`config.mk`:
```
export PLATFORM = sky130hd
export DESIGN_NAME = uuid_v7_monotonic_generator
export DESIGN_NICKNAME = d
export VERILOG_FILES = /design/src/uvg_pkg.sv /design/src/uuid_v7_monotonic_generator.sv /design/src/uvg_core.sv
export SDC_FILE = /design/constraint.sdc
export NUM_CORES = 1
export LEC_CHECK = 0
export ABC_AREA = 1
export BUFFER_PORTS_ARGS = -buffer_cell sky130_fd_sc_hd__buf_2
export CAP_MARGIN = 0
export CORE_MARGIN = 4
export CORE_UTILIZATION = 45
export CTS_CLUSTER_DIAMETER = 200
export DETAILED_ROUTE_END_ITERATION = 12
export PLACE_DENSITY = 0.66
export REMOVE_ABC_BUFFERS = 1
export SLEW_MARGIN = 5
export SYNTH_ARGS = -nofsm -noshare
export SYNTH_HDL_FRONTEND = slang
export SYNTH_SLANG_ARGS = --single-unit
```
`constraint.sdc`:
```
create_clock -name i_clk -period 7.06 [get_ports i_clk]
set_input_delay 1.765 -clock i_clk [delete_from_list [all_inputs] [get_ports i_clk]]
set_output_delay 1.765 -clock i_clk [all_outputs]
set_load 0.1 [all_outputs]
```
`src/uvg_pkg.sv`:
```
// uvg_pkg: types and constants shared by the uuid version 7 generator
// no dependencies
`default_nettype none

package uvg_pkg;

    localparam int unsigned TS_W   = 48;
    localparam int unsigned CNT_W  = 12;
    localparam int unsigned HALF_W = 64;
    localparam int unsigned RND_KEEP_W = 62;

    localparam logic [TS_W-1:0]  TS_MAX      = {TS_W{1'b1}};
    localparam logic [CNT_W-1:0] CNT_MAX     = {CNT_W{1'b1}};
    localparam logic [3:0]       VERSION_NIB = 4'h7;
    localparam logic [1:0]       VARIANT     = 2'b10;

    // one result of the generator
    typedef struct packed {
        logic [HALF_W-1:0] uuid_high;
        logic [HALF_W-1:0] uuid_low;
        logic              exhausted;
    } t_result;

endpackage

`default_nettype wire

```
`src/uuid_v7_monotonic_generator.sv`:
```
// uuid_v7_monotonic_generator: top level with input and result registers
// depends on uvg_pkg and uvg_core
//
// Issues one 128-bit uuid version 7 per request: 48-bit millisecond
// timestamp, version nibble 7, 12-bit monotonic counter, then 62 random
// bits under the variant bits 10. Readings above 2^48-1 are clamped. A
// reading not newer than the held timestamp bumps the counter; a full
// counter advances the timestamp by one. With timestamp and counter both
// at maximum the result is all zeros with o_exhausted set, state unchanged.
// Throughput is one request per cycle while i_out_ready does not stall the
// result register. An accepted request is held in the input register, then
// moves into the result register, raising o_out_valid, once that register
// is free or draining; the counter state updates at that same edge.
`default_nettype none

module uuid_v7_monotonic_generator
    import uvg_pkg::*;
(
    input  wire logic              i_clk,
    input  wire logic              i_rst_n,
    input  wire logic              i_in_valid,
    output logic                   o_in_ready,
    input  wire logic [HALF_W-1:0] i_observed_ms,
    input  wire logic [HALF_W-1:0] i_random_bits,
    output logic                   o_out_valid,
    input  wire logic              i_out_ready,
    output logic [HALF_W-1:0]      o_uuid_high,
    output logic [HALF_W-1:0]      o_uuid_low,
    output logic                   o_exhausted
);

    logic              r_in_valid;
    logic [HALF_W-1:0] r_obs;
    logic [HALF_W-1:0] r_rnd;
    logic              r_out_valid;
    t_result           r_res;
    t_result           core_res;
    logic              advance;

    // move a request into the result register when it is free or draining
    assign advance    = r_in_valid && (!r_out_valid || i_out_ready);
    assign o_in_ready = !r_in_valid || advance;

    // input register
    always_ff @(posedge i_clk) begin
        if (!i_rst_n) begin
            r_in_valid <= 1'b0;
        end else if (o_in_ready) begin
            r_in_valid <= i_in_valid;
        end
    end

    always_ff @(posedge i_clk) begin
        if (o_in_ready && i_in_valid) begin
            r_obs <= i_observed_ms;
            r_rnd <= i_random_bits;
        end
    end

    uvg_core u_core (
        .i_clk         (i_clk),
        .i_rst_n       (i_rst_n),
        .i_fire        (advance),
        .i_observed_ms (r_obs),
        .i_random_bits (r_rnd),
        .o_result      (core_res)
    );

    // result register
    always_ff @(posedge i_clk) begin
        if (!i_rst_n) begin
            r_out_valid <= 1'b0;
        end else if (advance) begin
            r_out_valid <= 1'b1;
        end else if (i_out_ready) begin
            r_out_valid <= 1'b0;
        end
    end

    always_ff @(posedge i_clk) begin
        if (advance) begin
            r_res <= core_res;
        end
    end

    assign o_out_valid = r_out_valid;
    assign o_uuid_high = r_res.uuid_high;
    assign o_uuid_low  = r_res.uuid_low;
    assign o_exhausted = r_res.exhausted;

endmodule

`default_nettype wire

```
`src/uvg_core.sv`:
```
// uvg_core: held timestamp, sequence counter and uuid packing
// depends on uvg_pkg
`default_nettype none

module uvg_core
    import uvg_pkg::*;
(
    input  wire logic              i_clk,
    input  wire logic              i_rst_n,
    input  wire logic              i_fire,
    input  wire logic [HALF_W-1:0] i_observed_ms,
    input  wire logic [HALF_W-1:0] i_random_bits,
    output t_result                o_result
);

    logic [TS_W-1:0]  r_ts, n_ts;
    logic [CNT_W-1:0] r_cnt, n_cnt;
    logic             r_tv, n_tv;
    logic [TS_W-1:0]  reading;
    logic             newer;
    logic             exhausted;

    // clamp the reading to 48 bits
    assign reading = (i_observed_ms[HALF_W-1:TS_W] != '0) ? TS_MAX : i_observed_ms[TS_W-1:0];
    assign newer   = !r_tv || (reading > r_ts);

    // next timestamp and counter
    always_comb begin
        n_ts      = r_ts;
        n_cnt     = r_cnt;
        n_tv      = r_tv;
        exhausted = 1'b0;
        if (newer) begin
            n_ts  = reading;
            n_cnt = '0;
            n_tv  = 1'b1;
        end else if (r_cnt != CNT_MAX) begin
            n_cnt = r_cnt + CNT_W'(1);
        end else if (r_ts == TS_MAX) begin
            exhausted = 1'b1;
        end else begin
            n_ts  = r_ts + TS_W'(1);
            n_cnt = '0;
        end
    end

    // pack the identifier, zero when exhausted
    always_comb begin
        o_result.exhausted = exhausted;
        if (exhausted) begin
            o_result.uuid_high = '0;
            o_result.uuid_low  = '0;
        end else begin
            o_result.uuid_high = {n_ts, VERSION_NIB, n_cnt};
            o_result.uuid_low  = {VARIANT, i_random_bits[RND_KEEP_W-1:0]};
        end
    end

    // state update once per request
    always_ff @(posedge i_clk) begin
        if (!i_rst_n) begin
            r_ts  <= '0;
            r_cnt <= '0;
            r_tv  <= 1'b0;
        end else if (i_fire) begin
            r_ts  <= n_ts;
            r_cnt <= n_cnt;
            r_tv  <= n_tv;
        end
    end

endmodule

`default_nettype wire

```
[Yosys cells after proc, flatten, opt, wreduce, memory -nomap -nowiden]
Index checks and enable logic that the tools add are counted.
Cells by class
  $add $sub $neg: 2
  order comparisons: 1
  equality and inequality tests: 2
  multiplexer cells: 13
  reduce and logical (&&, ||, !) cells: 11
Operators by type and width (count)
  2-to-1 mux 48 bit: 4
  2-to-1 mux 79 bit: 1
  adder 48 x 1 -> 48 bit (second input constant): 1
  equality test 48 bit (second input constant): 1
  greater-than comparator 48 bit: 1
  2-to-1 mux 12 bit: 3
  nonzero test 16 bit: 1
  adder 12 x 1 -> 12 bit (second input constant): 1
  inequality test 12 bit (second input constant): 1
  2-to-1 mux 1 bit: 5
  zero test 1 bit: 3
  logical OR 1 bit: 3
  logical AND 1 bit: 2
  AND reduction 2 bit: 1
  nonzero test 2 bit: 1
Word-level totals
  register bits after elaboration: 318
  input bits: 132
  output and inout bits: 131
  word-level logic and storage cells: 41

[Depth between registers and ports, before layout]
Gate-level depths: netlist of the first run.
  depth in word-level cells: 6
  gate-level depth with buffers: 24
  depth with buffers taken out: 22

[By module]
Synthesis of the first run repeated with hierarchy kept, for this count alone.
Unflattened totals
  cell total of the unflattened synthesis: 1753
  area, all modules: 15802.7 um^2
Modules (own cells, without submodules)
  uvg_core: times used 1, cells an instance 1483, area an instance 7990.2 um^2, sequential area each 1221.2 um^2
  uuid_v7_monotonic_generator: times used 1, cells an instance 270, area an instance 7812.5 um^2, sequential area each 7757.4 um^2

[Worst setup path before layout of the first run]
Ideal clock, no wire load.
  path type: input to register
  start: input i_out_ready
  end: register r_res, in the netlist o_exhausted, enable pin
  setup time: 537 ps
  data arrival time: 5687 ps
  required time: 6523 ps
  path slack: 836 ps
  cell stages on the path: 5
  path buffers: 1
  cell sequence: inv_1 -> nand2_1 -> nand2_1 -> inv_2 -> clkbuf_1
On the way
  cells in the longest elaborated chain, start to end: 2
Ends and longest elaborated chain
  start: declaration: line uuid_v7_monotonic_generator.sv:26  | input wire logic i_out_ready,
  logical OR 1 bit: line uuid_v7_monotonic_generator.sv:41  | assign advance = r_in_valid && (!r_out_valid || i_out_ready);
  logical AND 1 bit: line uuid_v7_monotonic_generator.sv:41
  via advance: line uuid_v7_monotonic_generator.sv:38  | logic advance;
  end signal: assignment: line uuid_v7_monotonic_generator.sv:82  | r_res <= core_res;
  end: declaration: line uuid_v7_monotonic_generator.sv:36  | t_result r_res;
The timed path passes the listed nets, and every way through them passes these cells.
A chain may end at the register's enable or synchronous reset.

[Final worst setup path of the first run]
  start: input i_out_ready
  end: output o_in_ready
On the way
  cells in the longest elaborated chain, start to end: 3
Ends and longest elaborated chain
  logical OR 1 bit: line uuid_v7_monotonic_generator.sv:41
  logical AND 1 bit: line uuid_v7_monotonic_generator.sv:41
  logical OR 1 bit: line uuid_v7_monotonic_generator.sv:42  | assign o_in_ready = !r_in_valid || advance;
  end: declaration: line uuid_v7_monotonic_generator.sv:22  | output logic o_in_ready,
Every way passes these cells.

==> impl_metrics.csv, run 1 <==
group,metric,value,unit
synth,ys_top_cells_by_count,"nand2_1 (450), edfxtp_1 (250), nand3_1 (166)",
critical_path,path_cells,"buf_2 > inv_1 > nand3_1 > buf_2",
clock_tree,clockBufferDepth,3,
min_path,hold_class,"register to register",
clock_tree,cts_resized,0,
sta,fin_crit,4.18,ns
routing,routed_via_density,5.03,
power_and_ir_drop,p_per_area,248,nW/um^2
floorplan,die_w,193,um
critical_path,max_stage_delay,0.44,ns
sta,timing.fmax,239,MHz
power_and_ir_drop,power,4.52,mW
cells_and_area,drive_gt1_share,23.7,%
critical_path,endpoint_kind,"output port",
flow_run,cap_violations,0,
routing,vias,12100,
synth,yosysMostFrequentCell,"nand2_1",
critical_path,crit_type,"primary input to output port",
synth,ys_seq_area_share,56.8,%
synth,synth_area,15400,sq um
routing,drt_iter0_markers,667,
power_and_ir_drop,peakVddDrop,0.270,mV
critical_path,critical_path.max_fanout,3,
grt,grt_max_degree,85,
grt,grt_pass1_vias,11900,
floorplan,ioPinCount,263,
status,status,"finished clean",
synth,synth.area.top_cells,"edfxtp_1 (49%), nand2_1 (11%), dfxtp_1 (8.2%)",
cells_and_area,nets,2118,
clock_tree,clk_latency,0.56,ns
clock_tree,cts_tree,"yes",
sta,tightestPinTransition,1.05,ns
place,dp_hpwl,27800,um
power_and_ir_drop,p_leak,7.66,nW
floorplan,start_util,45.8,%
floorplan,num_rows,67,
clock_tree,cts-buffers-inserted,35,
grt,grt_pass1_wl,63700,um
grt,grt-ovfl-total,0,
clock_tree,cts_setup_buffers,0,
routing,drt-total-wl,39600,um
sta,fin_tns_setup,0,ns
sta,finalCritPeriodShare,59.2,%
routing,antenna_left,0,
critical_path,start_kind,"primary input",
sta,slew_violations,0,
synth,syn_area_per_cell,9.09,sq um
clock_tree,path_clk_slew,0.06,ns
critical_path,cp.required,5.30,ns
critical_path,arrival,2.41,ns
synth,yosys_register_bits,313,
critical_path,crit_slowest_cell,"buf_2",
synth,ys_types,37,
routing,drc,0,
floorplan,dieArea,37400,sq um
clock_tree,h-tree-depth,2,
clock_tree,cts_root_buffer,"clkbuf_16",
synth,ys.flop_type,"edfxtp_1",
synth,synth_top_area_share,48.6,%
clock_tree,cts_sinks,313,
cells_and_area,area_delta_synth_final,17.8,%
sta,finalSetupViolCount,0,
critical_path,cpMostUsedCell,"buf_2",
sta,rsz0062_at_grt,"false",
routing,wire_per_inst,16.4,um
synth,ys.warnings.count,0,
floorplan,design.core.area,33700,sq um
floorplan,dieHeight,193,um
clock_tree,cts_hold_buf,0,
synth,syn_inst,1699,
grt,grtUsageTotal,21.0,%
sta,finalHoldViolCount,0,
sta,clock_skew,0.0268,ns
routing,drt_pre_antenna_iters,5,
place,gp_congestion,0.991,
synth,async_flop_share,0,%
synth,synth_top_cell_by_area,"edfxtp_1",
sta,relSlewSlack,29.8,%
grt,antenna_found_initial,10,
synth,synth_edf_count,250,
place,port_buffers,258,
## critical path, delay by kind of cell
| family | cells | cell delay [ns] |
|---|---|---|
| buf+inv | 3 | 0.55 |
| simple gates | 1 | 0.09 |
## cell type report
type | count | area, sq um
Clock inverter | 22 | 289
Tap cell | 448 | 561
Inverter | 204 | 776
Sequential cell | 313 | 8770
Clock buffer | 41 | 898
Multi-Input combinational cell | 1112 | 5510
Antenna cell | 6 | 15.0
Fill cell | 3059 | 15500
Timing Repair Buffer | 270 | 1380
## kinds of logic after synthesis
logic type	synth area share [%]
other	0.0243
AO/OA/AOI/OAI	6.46
AND/OR/NAND/NOR	24.2
buffers and inverters	7.62
flip-flops	56.8
XOR/XNOR	0.907
adder cells (fa/ha/maj)	4.05
## registers in the layout, summed over array words and instances, names as in the netlist
signal and flops:
u_core.r_tv 1, u_core.r_cnt 12, o_uuid_high 61, o_out_valid 1, u_core.r_ts 48, r_in_valid 1, o_uuid_low 62, r_rnd 62
r_obs 64, o_exhausted 1
## worst paths after layout
path,slack [ns],start,cells after the start,endpoint
hold / removal,0.51,r_rnd[55]$_DFFE_PP_,2,o_uuid_low[55]$_SDFFCE_PP0P_
setup reg to reg,2.90,r_obs[48]$_DFFE_PP_,20,o_uuid_high[7]$_SDFFCE_PP0P_
hold reg to reg,0.51,r_rnd[55]$_DFFE_PP_,2,o_uuid_low[55]$_SDFFCE_PP0P_
setup / recovery,2.88,i_out_ready,4,o_in_ready
## report_power, final
| part | switching [mW] | internal, mW | leakage, nW |
|---|---|---|---|
| clock network | 0.756 | 1.14 | 0.578 |
| logic | 0.365 | 0.115 | 4.31 |
| registers | 0.0499 | 2.10 | 2.78 |
## per-layer routing
| metal | wire length [um] | track usage, % | vias to the layer above |
|---|---|---|---|
| met3 | 4060 | 7.98 | 88 |
| li1 | - | - | 6108 |
| met5 | 85 | 0 | - |
| met4 | 1190 | 7.55 | 14 |
| met2 | 17900 | 33.5 | 409 |
| met1 | 16300 | 26.2 | 5527 |
## per-stage QoR
step / area [sq um] / hold slack [ns] / std cells / worst slack, ns / util, %
CTS: 18200 / 0.506 / 2410 / 2.87 / 54.0
detailed placement: 17000 / 0.497 / 2347 / 2.88 / 50.4
finish: 18200 / 0.506 / 2416 / 2.88 / 54.0
floorplan: 15000 / 0.481 / 1629 / 1.41 / -
global placement: 17000 / 0.484 / 2347 / 2.88 / 50.4
global route: 18200 / 0.528 / 2410 / 2.59 / 54.0
## cell usage in the layout (no fill, tap or decap), drive strengths merged, types with 14 or more instances in the layout
master,instances
or2,47
nand3,178
ha,50
clkbuf,41
o21ai,57
buf,270
a21oi,136
edfxtp,250
clkinv,14
nand2,455
dfxtp,63
nand4,21
xor2,15
inv,203
nor2,133
(Power assumes the default switching activity.)
==> run 2: changes to the inputs <==
Settings changed: ABC_AREA 1 to 0, PLACE_DENSITY 0.66 to 0.69.
Clock period 7.06 ns to 3.55 ns, I/O delays scaled along.
==> run 2 against run 1 <==
Against the previous run:
- the flow now finishes with violations (setup timing)
- count of clock-buffer cells in the layout is the same
- via count shrank 5.7%
- die area shrank 4.9%
- cell area grew 2.9%
- combinational power grew 100%
- sequential share of layout area shrank 1.4 points
- setup slack lost 3.3 ns
- critical endpoint is now u_core.r_ts[1]$_SDFFE_PN0P_
==> impl_metrics.csv, run 2 <==
group,metric,value,unit
grt,grt_pass1_vias,11000,
cells_and_area,stdcell_area,18700,sq um
floorplan,design.core.area,31900,sq um
synth,synth_top_cell_by_area,"edfxtp_1",
power_and_ir_drop,peakVddDrop,0.358,mV
power_and_ir_drop,power_frac_seq,47.5,%
cells_and_area,top_register,"r_obs",
critical_path,critical_path.max_fanout,13,
clock_tree,cts_sinks,313,
critical_path,path_delay_family,"simple AND/OR/NAND/NOR gates",
cells_and_area,nets,1809,
power_and_ir_drop,p_per_area,479,nW/um^2
synth,syn_area_per_cell,11.4,sq um
cells_and_area,stdcell_count,2090,
cells_and_area,layout_commonest_cell,"buf_2",
power_and_ir_drop,p_switching,2.29,mW
critical_path,start_kind,"register",
critical_path,r2r-start,"r_obs[57]$_DFFE_PP_",
clock_tree,h-tree-depth,2,
clock_tree,cts_root_buffer,"clkbuf_16",
flow_run,cap_violations,0,
place,pre_cts_ws,-0.553,ns
clock_tree,clk_latency,0.52,ns
routing,drt_iter0_markers,964,
synth,ys_seq_area_share,59.8,%
synth,synth_area,14700,sq um
cells_and_area,area_delta_synth_final,27.8,%
power_and_ir_drop,p_int,6.69,mW
floorplan,ioPinCount,263,
critical_path,max_stage_delay,0.37,ns
routing,wire_per_inst,19.1,um
place,port_buffers,258,
grt,grtUsageTotal,20.9,%
place,placed_area,17100,sq um
clock_tree,cts_hold_buf,0,
synth,synth_edf_count,250,
floorplan,start_util,46.0,%
routing,routed_via_density,5.48,
critical_path,cp.required,3.96,ns
critical_path,path_cells,"nor4_1 > nand4_1 > buf_4 > clkbuf_16 > or2_2 > ha_1 > nand4_1 > nor4_2 > buf_4 > nand4_1 > buf_4 > o211a_1 > a21o_4 > buf_12 > buf_4 > mux2i_1 > o221a_2",
synth,ys_types,72,
sta,fin_crit,4.01,ns
sta,timing.fmax,249,MHz
power_and_ir_drop,power,8.98,mW
clock_tree,cts-buffers-inserted,36,
cells_and_area,mostFrequentLayoutCells,"buf_2 (258), edfxtp_1 (250), buf_4 (105)",
routing,antenna_left,0,
critical_path,endpoint_kind,"register",
status,status,"complete, but fails checks",
critical_path,r2r-end,"u_core.r_ts[1]$_SDFFE_PN0P_",
clock_tree,clockBufferDepth,3,
synth,ys_top_cells_by_count,"edfxtp_1 (250), inv_1 (98), nand3_1 (90)",
routing,drt_pre_antenna_iters,5,
place,place_inst,2011,
status,violations,"setup timing",
min_path,hold_depth,2,
routing,drt-total-wl,39900,um
clock_tree,cts_tree,"yes",
power_and_ir_drop,p_leak,6.62,nW
critical_path,arrival,4.42,ns
critical_path,crit_type,"register to register",
sta,relSlewSlack,43.9,%
sta,fin_ws,-0.462,ns
min_path,hold_class,"register to register",
place,gp_congestion,0.892,
sta,slew_violations,0,
synth,yosys_register_bits,313,
critical_path,worstSetupPathDepth,17,
grt,grt_max_degree,82,
sta,finalHoldViolCount,0,
synth,syn_inst,1281,
floorplan,dieHeight,188,um
synth,synth_top_area_share,51.2,%
critical_path,crit_buf_inv,6,
cells_and_area,drive_gt1_share,31.4,%
sta,fin_tns_setup,-68.62,ns
sta,finalSetupViolCount,184,
min_path,hold_start,"u_core.r_cnt[1]$_SDFFE_PN0P_",
power_and_ir_drop,clkPwrFrac,41.8,%
grt,grt-ovfl-total,0,
critical_path,reg2reg_depth,17,
sta,finalCritPeriodShare,113,%
cells_and_area,largest_reg_flops,64,
power_and_ir_drop,switching_share,25.5,%
critical_path,r2r_slack,-0.46,ns
place,dp_hpwl,26600,um
sta,rsz0062_at_grt,"true",
grt,grt_pass1_wl,59900,um
floorplan,dieArea,35500,sq um
grt,antenna_found_initial,1,
routing,drc,0,
min_path,worstHoldEndpoint,"u_core.r_cnt[1]$_SDFFE_PN0P_",
sta,tightestPinTransition,0.838,ns
sta,clock_skew,0.0179,ns
power_and_ir_drop,p_comb_share,10.7,%
critical_path,cpMostUsedCell,"buf_4",
synth,ys.flop_type,"edfxtp_1",
floorplan,die_w,188,um
floorplan,num_rows,65,
critical_path,crit_slowest_cell,"edfxtp_1",
synth,async_flop_share,0,%
synth,yosysMostFrequentCell,"edfxtp_1",
routing,vias,11500,
clock_tree,path_clk_slew,0.06,ns
synth,ys.warnings.count,0,
synth,synth.area.top_cells,"edfxtp_1 (51%), dfxtp_1 (8.6%), ha_1 (4.3%)",
==> run 2: cell families after synthesis <==
family / share of synthesized area [%]
AOI/OAI and AO/OA: 9.15
xor gates and xnor gates: 3.11
adders and majority gates: 4.27
buffers and inverters: 5.33
DFF: 59.8
muxes: 0.205
other: 0.0256
and+or+nand+nor: 18.1
==> run 2: how the worst max path moves through the flow <==
stage / start / slack (ns) / to
after floorplan: r_obs[58]$_DFFE_PP_ / -4.09 / o_uuid_low[0]$_SDFFCE_PP0P_
after CTS: r_obs[49]$_DFFE_PP_ / -0.36 / o_uuid_low[45]$_SDFFCE_PP0P_
after global routing: r_obs[54]$_DFFE_PP_ / -0.63 / u_core.r_ts[1]$_SDFFE_PN0P_
final: r_obs[57]$_DFFE_PP_ / -0.46 / u_core.r_ts[1]$_SDFFE_PN0P_
after global placement: r_obs[49]$_DFFE_PP_ / -0.50 / o_uuid_low[14]$_SDFFCE_PP0P_
after detailed placement: r_obs[49]$_DFFE_PP_ / -0.55 / o_uuid_low[6]$_SDFFCE_PP0P_
==> run 2: metrics by stage <==
| stage | hold slack [ns] | utilization, % |
|---|---|---|
| floorplan | 0.451 | - |
| global placement | 0.463 | 53.7 |
| detailed placement | 0.475 | 53.7 |
| CTS | 0.483 | 57.6 |
| global route | 0.502 | 58.8 |
| finish | 0.483 | 58.8 |
==> run 2: final cells by class <==
class                   count  area, sq um
clock inverters            24          262
clock buffers              41          930
multi-input cells         790         5350
inverters                  99          377
well taps                 435          544
diodes                      1         2.50
flip-flops and latches    313         8770
fillers                  2659        13200
repair buffers            387         2500
==> run 2: per-layer routing <==
layer | vias to the layer above | part of all wire [%] | GRT usage, %
met4 | 0 | 2.5 | 5.83
met3 | 64 | 6.3 | 3.45
met5 | - | 0 | 0
met2 | 407 | 49 | 35.4
li1 | 5472 | - | -
met1 | 5508 | 42 | 28.1
==> run 2: worst min-delay path: stages (launching register included) <==
cell       delay (ns)
dfxtp_1          0.33
nand2_1          0.06
o2bb2ai_1        0.05
==> run 2: what timing repair did <==
action,CTS,global route
hold endpoints to repair,0,0
pin swaps,3,11
setup buffers,0,7
gates resized for setup,14,69
gates cloned,0,6
endpoints found under the setup margin,184,184
==> run 2: power groups by stage <==
stage | Sequential [mW] | Clock, mW | Combinational, mW
2_1_floorplan | 4.65 | 0 | 0.320
3_3_place_gp | 4.32 | 0 | 0.919
3_5_place_dp | 4.33 | 0 | 0.938
4_1_cts | 4.26 | 3.83 | 0.945
5_1_grt | 4.28 | 3.99 | 1.03
6_report | 4.26 | 3.76 | 0.959
